--- src/rtl/core/gf2m_fmi_pkg.sv ---
// shared types and constants for the gf2m field multiply / inverse core
package gf2m_fmi_pkg;

	// configuration port geometry
	localparam int CFG_DATA_W = 64;
	localparam int CFG_ADDR_W = 4;

	// register index, taken from paddr[3] (registers sit at 8-byte strides)
	localparam logic REG_MODULUS = 1'b0;

	// reset value of the reduction polynomial
	localparam logic [32:0] MOD_RESET = 33'h1_0000_008D;

	// operation selector carried on s_tuser
	localparam logic ACT_MUL = 1'b0;
	localparam logic ACT_INV = 1'b1;

	// result status codes
	localparam logic [1:0] STAT_OK          = 2'd0;
	localparam logic [1:0] STAT_NOT_COPRIME = 2'd1;
	localparam logic [1:0] STAT_MOD_ZERO    = 2'd2;

	// sequencer states
	typedef enum logic [2:0] {
		ST_IDLE,
		ST_MUL_B,
		ST_MUL_A,
		ST_ALIGN,
		ST_EUC,
		ST_DONE
	} gf2m_fmi_state_t;

endpackage

--- src/rtl/core/gf2m_field_mul_inverse_core.sv ---
// gf2m modular multiply and inverse core with apb modulus register
//
//  channel  | direction | handshake              | payload
//  ---------+-----------+------------------------+-------------------------------------
//  s_*      | in        | s_tvalid / s_tready    | tuser: action; tdata: operand_a, operand_b
//  m_*      | out       | m_tvalid / m_tready    | tdata: result, status
//  apb      | in        | psel, penable, pready  | field_modulus at byte address 0
//
// one item is worked at a time under a small sequencer. multiply: 2*WIDTH steps
// on a shared shift/xor unit (bit-serial reduction of operand_b, then msb-first
// shift-and-add of operand_a). inverse: left-aligned extended euclid, one shift,
// xor or swap per cycle; zero modulus, modulus one and inverse of zero skip to done.
// s_tready is high only while idle; a finished result waits in the output
// register, so the next transaction may be taken while m_tready is low.
// arst_n resets the sequencer, the output valid and the modulus register.
module gf2m_field_mul_inverse_core #(
	parameter int WIDTH = 32,
	localparam int IN_W  = ((2 * WIDTH + 7) / 8) * 8,
	localparam int OUT_W = ((WIDTH + 2 + 7) / 8) * 8
) (
	input  logic                                   clk,
	input  logic                                   arst_n,
	// input stream
	input  logic                                   s_tvalid,
	output logic                                   s_tready,
	// operand_a [WIDTH-1:0], operand_b [2*WIDTH-1:WIDTH], zero fill above
	input  logic [IN_W-1:0]                        s_tdata,
	// action [0]
	input  logic                                   s_tuser,
	// output stream
	output logic                                   m_tvalid,
	input  logic                                   m_tready,
	// result [WIDTH-1:0], status [WIDTH+1:WIDTH], zero fill above
	output logic [OUT_W-1:0]                       m_tdata,
	// configuration port
	input  logic                                   psel,
	input  logic                                   penable,
	input  logic                                   pwrite,
	input  logic [gf2m_fmi_pkg::CFG_ADDR_W-1:0]    paddr,
	input  logic [gf2m_fmi_pkg::CFG_DATA_W-1:0]    pwdata,
	output logic [gf2m_fmi_pkg::CFG_DATA_W-1:0]    prdata,
	output logic                                   pready
);

	import gf2m_fmi_pkg::*;

	localparam int MW = WIDTH + 1;
	localparam int SW = 2 * WIDTH + 1;
	localparam int CW = $clog2(WIDTH);
	localparam int DW = $clog2(WIDTH + 1);
	localparam logic [MW-1:0] MOD_RST = MW'(MOD_RESET);

	// one-hot of the highest set coefficient
	function automatic logic [MW-1:0] top_bit(input logic [MW-1:0] x);
		logic [MW-1:0] s;
		s = x;
		for (int k = 1; k < MW; k = k * 2) begin
			s = s | (s >> k);
		end
		return s & ~(s >> 1);
	endfunction

	gf2m_fmi_state_t state_q, state_d;

	logic [MW-1:0]    m_q;
	logic [MW-1:0]    mtop_q;
	logic [WIDTH-1:0] opa_q, opb_q;
	logic [MW-1:0]    w_q, bred_q;
	logic [CW-1:0]    cnt_q;
	logic [MW-1:0]    ra_q, rb_q;
	logic [DW-1:0]    da_q, db_q;
	logic [SW-1:0]    sa_q, sb_q;
	logic [WIDTH-1:0] res_q;
	logic [1:0]       stat_q;
	logic             out_valid_q;
	logic [WIDTH-1:0] out_res_q;
	logic [1:0]       out_stat_q;

	logic             in_xact;
	logic             load_out;
	logic             in_act;
	logic [WIDTH-1:0] in_a, in_b;
	logic [MW-1:0]    u_add, u_sum, u_out;
	logic             ra_nz;

	// input fields
	assign in_act = s_tuser;
	assign in_a   = s_tdata[WIDTH-1:0];
	assign in_b   = s_tdata[2*WIDTH-1:WIDTH];

	assign s_tready = (state_q == ST_IDLE);
	assign in_xact  = s_tvalid && s_tready;
	assign ra_nz    = |ra_q;

	// shared unit: multiply by x, add, fold back once by the modulus
	always_comb begin
		if (state_q == ST_MUL_A) begin
			u_add = opa_q[WIDTH-1] ? bred_q : '0;
		end else begin
			u_add = MW'(opb_q[WIDTH-1]);
		end
		u_sum = {w_q[WIDTH-1:0], 1'b0} ^ u_add;
		u_out = (|(u_sum & mtop_q)) ? (u_sum ^ m_q) : u_sum;
	end

	// state register
	always_ff @(posedge clk or negedge arst_n) begin
		if (!arst_n) begin
			state_q <= ST_IDLE;
		end else begin
			state_q <= state_d;
		end
	end

	// next state and output load
	always_comb begin
		state_d  = state_q;
		load_out = 1'b0;
		unique case (state_q)
			ST_IDLE: begin
				if (in_xact) begin
					if (m_q == '0 || m_q == MW'(1) || (in_act == ACT_INV && in_a == '0)) begin
						state_d = ST_DONE;
					end else if (in_act == ACT_MUL) begin
						state_d = ST_MUL_B;
					end else begin
						state_d = ST_ALIGN;
					end
				end
			end
			ST_MUL_B: begin
				if (cnt_q == '0) begin
					state_d = ST_MUL_A;
				end
			end
			ST_MUL_A: begin
				if (cnt_q == '0) begin
					state_d = ST_DONE;
				end
			end
			ST_ALIGN: begin
				if (ra_q[WIDTH] && rb_q[WIDTH]) begin
					state_d = ST_EUC;
				end
			end
			ST_EUC: begin
				if (!ra_nz) begin
					state_d = ST_DONE;
				end
			end
			ST_DONE: begin
				if (!out_valid_q || m_tready) begin
					load_out = 1'b1;
					state_d  = ST_IDLE;
				end
			end
			default: begin
				state_d = ST_IDLE;
			end
		endcase
	end

	// datapath
	always_ff @(posedge clk) begin
		case (state_q)
			ST_IDLE: begin
				if (in_xact) begin
					res_q  <= '0;
					stat_q <= (m_q == '0) ? STAT_MOD_ZERO : STAT_OK;
					opa_q  <= in_a;
					opb_q  <= in_b;
					w_q    <= '0;
					cnt_q  <= CW'(WIDTH - 1);
					mtop_q <= top_bit(m_q);
					ra_q   <= m_q;
					rb_q   <= {1'b0, in_a};
					da_q   <= DW'(WIDTH);
					db_q   <= DW'(WIDTH);
					sa_q   <= '0;
					sb_q   <= SW'(1);
				end
			end
			ST_MUL_B: begin
				opb_q <= opb_q << 1;
				cnt_q <= cnt_q - 1'b1;
				if (cnt_q == '0) begin
					bred_q <= u_out;
					w_q    <= '0;
					cnt_q  <= CW'(WIDTH - 1);
				end else begin
					w_q <= u_out;
				end
			end
			ST_MUL_A: begin
				opa_q <= opa_q << 1;
				cnt_q <= cnt_q - 1'b1;
				w_q   <= u_out;
				if (cnt_q == '0) begin
					res_q  <= u_out[WIDTH-1:0];
					stat_q <= STAT_OK;
				end
			end
			ST_ALIGN: begin
				// bring both leading coefficients to the top bit
				if (!ra_q[WIDTH]) begin
					ra_q <= ra_q << 1;
					sa_q <= sa_q << 1;
					da_q <= da_q - 1'b1;
				end
				if (!rb_q[WIDTH]) begin
					rb_q <= rb_q << 1;
					sb_q <= sb_q << 1;
					db_q <= db_q - 1'b1;
				end
			end
			ST_EUC: begin
				if (ra_nz && !ra_q[WIDTH]) begin
					// renormalize the remainder
					ra_q <= ra_q << 1;
					sa_q <= sa_q << 1;
					da_q <= da_q - 1'b1;
				end else if (ra_nz && da_q >= db_q) begin
					// cancel the leading coefficient
					ra_q <= ra_q ^ rb_q;
					sa_q <= sa_q ^ sb_q;
				end else if (ra_nz) begin
					// degree dropped below divisor: swap roles
					ra_q <= rb_q;
					rb_q <= ra_q;
					sa_q <= sb_q;
					sb_q <= sa_q;
					da_q <= db_q;
					db_q <= da_q;
				end else begin
					// remainder is zero, divisor holds the gcd
					if (db_q == '0) begin
						res_q  <= sb_q[2*WIDTH-1:WIDTH];
						stat_q <= STAT_OK;
					end else begin
						res_q  <= '0;
						stat_q <= STAT_NOT_COPRIME;
					end
				end
			end
			default: begin
			end
		endcase
	end

	// output register
	always_ff @(posedge clk or negedge arst_n) begin
		if (!arst_n) begin
			out_valid_q <= 1'b0;
		end else if (load_out) begin
			out_valid_q <= 1'b1;
		end else if (m_tready) begin
			out_valid_q <= 1'b0;
		end
	end

	always_ff @(posedge clk) begin
		if (load_out) begin
			out_res_q  <= res_q;
			out_stat_q <= stat_q;
		end
	end

	assign m_tvalid = out_valid_q;
	assign m_tdata  = OUT_W'({out_stat_q, out_res_q});

	// modulus register
	always_ff @(posedge clk or negedge arst_n) begin
		if (!arst_n) begin
			m_q <= MOD_RST;
		end else if (psel && penable && pwrite && paddr[3] == REG_MODULUS) begin
			m_q <= pwdata[MW-1:0];
		end
	end

	// register read
	assign pready = 1'b1;
	assign prdata = (paddr[3] == REG_MODULUS) ? CFG_DATA_W'(m_q) : '0;

endmodule
--- config.mk ---
export PLATFORM = sky130hd
export DESIGN_NAME = gf2m_field_mul_inverse_core
export DESIGN_NICKNAME = d
export VERILOG_FILES = /design/src/rtl/core/gf2m_fmi_pkg.sv /design/src/rtl/core/gf2m_field_mul_inverse_core.sv
export SDC_FILE = /design/constraint.sdc
export NUM_CORES = 1
export LEC_CHECK = 0
export BUFFER_PORTS_ARGS = -buffer_cell sky130_fd_sc_hd__buf_2
export CELL_PAD_IN_SITES_DETAIL_PLACEMENT = 1
export CELL_PAD_IN_SITES_GLOBAL_PLACEMENT = 2
export CORE_ASPECT_RATIO = 0.6
export CORE_MARGIN = 1
export CORE_UTILIZATION = 36
export DETAILED_ROUTE_END_ITERATION = 16
export MAX_ROUTING_LAYER = met4
export PLACE_DENSITY = 0.81
export SKIP_LAST_GASP = 1
export SLEW_MARGIN = 20
export SYNTH_ARGS = -nofsm -noshare
export SYNTH_HDL_FRONTEND = slang
export SYNTH_SLANG_ARGS = --single-unit
export TNS_END_PERCENT = 10
--- constraint.sdc ---
create_clock -name clk -period 10 [get_ports clk]
set_input_delay 2 -clock clk [delete_from_list [all_inputs] [get_ports clk]]
set_output_delay 2 -clock clk [all_outputs]
set_load 0.03 [all_outputs]
==> results.ini <==
[run_status]
run_status = finished clean

[route]
via_count = 17162
drtIter0Drc = 1570
finalWirelength_mm = 70.98
dr.pass1.iters = 7
antenna_left = 0
vias_per_cell = 5.545
drc = 0
wire_per_inst_um = 22.94

[clock_tree]
path_clk_slew_ns = 0.06
clk_path_buf_depth = 3
cts_setup_buffers = 0
clk_latency_ns = 0.59
cts_inserted_buffers = 47
cts_sinks = 478
cts.repair.resized = 0
htreeDepth = 2
hold_buffers = 0
cts_tree = built
cts-root-buf = clkbuf_16

[sta]
final_hold_viol_count = 0
clock_skew_ns = 0.02468
setup_viol = 0
fmax_mhz = 200.4
finalCritPeriodShare = 0.4991
hold_ws_ns = 0.4203
slew_violations = 0
rsz0062_at_grt = false
worst_pin_slew_ns = 1.042
slew_headroom = 0.3051
setup_tns_ns = 0
fin_crit_ns = 4.991

[synth]
synth_edf_count = 441
ys_warn_count = 0
synth_seq_area_share = 0.5986
synthCells = 2076
synth_seq_cells = 478
yosysUniqueCellTypes = 59
avgSynthCellArea_um2 = 11.41
synth_area_um2 = 23680
async_flop_share = 0.07741
synth_ff_type = edfxtp_1

[die]
core-area_um2 = 64680
initial_utilization = 0.3661
die_x_um = 333.1
die_y_um = 200.7
rows = 72
die_area_um2 = 66840
io_pins = 247

[final_layout]
mostFrequentLayoutCell = edfxtp_1
layout_common_cells = edfxtp_1, nand2_1, buf_2, o21ai_0, a21oi_1
fillCellCount = 7016
syn_to_final_growth_pct = 13.45
fin_nets = 2357
final_area_um2 = 26870
drive_gt1_frac = 0.1636

[global_routing]
grt_pass1_wl_mm = 109.7
grt_pass1_vias = 17951
grt_use_total = 0.2175
antenna_found_initial = 3
grt_max_degree = 74
grt_overflow = 0

[place]
place.gp.congestion = 0.8258
portBuffers = 174
post_dp_cell_area_um2 = 25350
hpwlAfterDp_mm = 46.06

[critical_path]
required_ns = 8.00
crit_chain = buf_2 -> nor2b_1 -> buf_2
cpMaxStageDelayCell = buf_2
crit_type = primary input to output pin
path_buf_inv = 2
crit_path_max_fanout = 34
critical_path.startpoint_type = primary input
cp_common_cell = buf_2
cp-end-kind = output pin
arrival_ns = 2.99
max_stage_delay_ns = 0.61
path_delay_family = buffers and inverters

[run]
maxCapViolations = 0

[power]
power_density_nw_per_um2 = 353.7
irDropWorstVdd_v = 0.0003007
p_leak_nw = 9.804

[hold_path]
hp-class = register to register

[worst register-to-register path: cells and delay by family, from the launching register on]
kind | cells | cell delay, ns
and+or+nand+nor | 3 | 1.46
AOI/OAI and AO/OA | 4 | 1.26
buffers and inverters | 2 | 0.90
DFF | 1 | 0.69
xor gates and xnor gates | 1 | 0.41
[state kept, by name, indices dropped and copies added (netlist names), 32 cells and up]
signal / cells
opa_q: 32
opb_q: 32
m_q: 33
rb_q: 33
out_res_q: 32
w_q: 32
ra_q: 33
sa_q: 64
sb_q: 64
res_q: 32
bred_q: 33
mtop_q: 33
[cell type report]
cell class | instances | area [um2] | share of cell area
flip-flops and latches | 478 | 14170 | 0.5276
multi-input cells | 1451 | 8926 | 0.3322
clock buffers | 65 | 1296 | 0.04825
repair buffers | 205 | 1104 | 0.04108
well taps | 851 | 1065 | 0.03963
clock inverters | 20 | 207.7 | 0.007731
inverters | 24 | 90.09 | 0.003353
diodes | 1 | 2.502 | 0.00009314
[worst paths after layout]
path / startpoint / to / slack [ns] / cells after the start
min in group asynchronous: arst_n / m_q[11] / 1.55 / 2
hold reg to reg: stat_q[0] / out_stat_q[0] / 0.42 / 0
setup reg to reg: state_q[0] / res_q[21] / 5.13 / 10
hold / removal: stat_q[0] / out_stat_q[0] / 0.42 / 0
max in group asynchronous: arst_n / m_q[27] / 7.99 / 2
setup / recovery: paddr[3] / prdata[32] / 5.01 / 3
[per-stage QoR]
step	worst slack, ns	std cells	utilization	power [W]
6_report	5.009	3095	0.4154	0.009503
5_1_grt	4.924	3094	0.4153	0.01005
4_1_cts	4.974	3094	0.4152	0.009549
3_3_place_gp	5.039	3009	0.3920	0.007506
2_1_floorplan	2.092	2112	-	0.006477
3_5_place_dp	4.974	3009	0.3920	0.007703
[layer usage]
layer	share of wire	global-route usage	vias up	wire, um
li1	-	-	7668	-
met1	0.49	0.3199	8919	34620
met2	0.44	0.3191	496	31260
met3	0.056	0.03168	79	3983
met4	0.016	0.04147	0	1120
met5	0	-	-	0
[cell families after synthesis]
| logic type | share of synthesized area |
|---|---|
| and+or+nand+nor | 0.1427 |
| DFF | 0.5986 |
| AOI/OAI and AO/OA | 0.1237 |
| buffers and inverters | 0.03567 |
| xor gates and xnor gates | 0.06198 |
| muxes | 0.03176 |
| adders and majority gates | 0.005284 |
| other | 0.0003171 |
[cells in the mapped netlist (35+ instances only)]
cell type,count,share of area
a21oi_1,104,0.022
a22o_1,98,0.036
edfxtp_1,441,0.56
nand2_1,408,0.065
xnor2_1,87,0.032
buf_4,40,0.013
nand2b_1,35,0.0092
nor2_1,63,0.010
and2_1,61,0.016
mux2_2,65,0.031
clkbuf_1,99,0.016
nor2b_1,37,0.0098
o21ai_0,156,0.033
xor2_1,75,0.028
[where the power goes]
part	internal, W	switching [W]
combinational	0.00116	0.00231
sequential	0.00350	0.000723
clock	0.00101	0.000794
No activity file was read; power rests on OpenSTA's default activity.
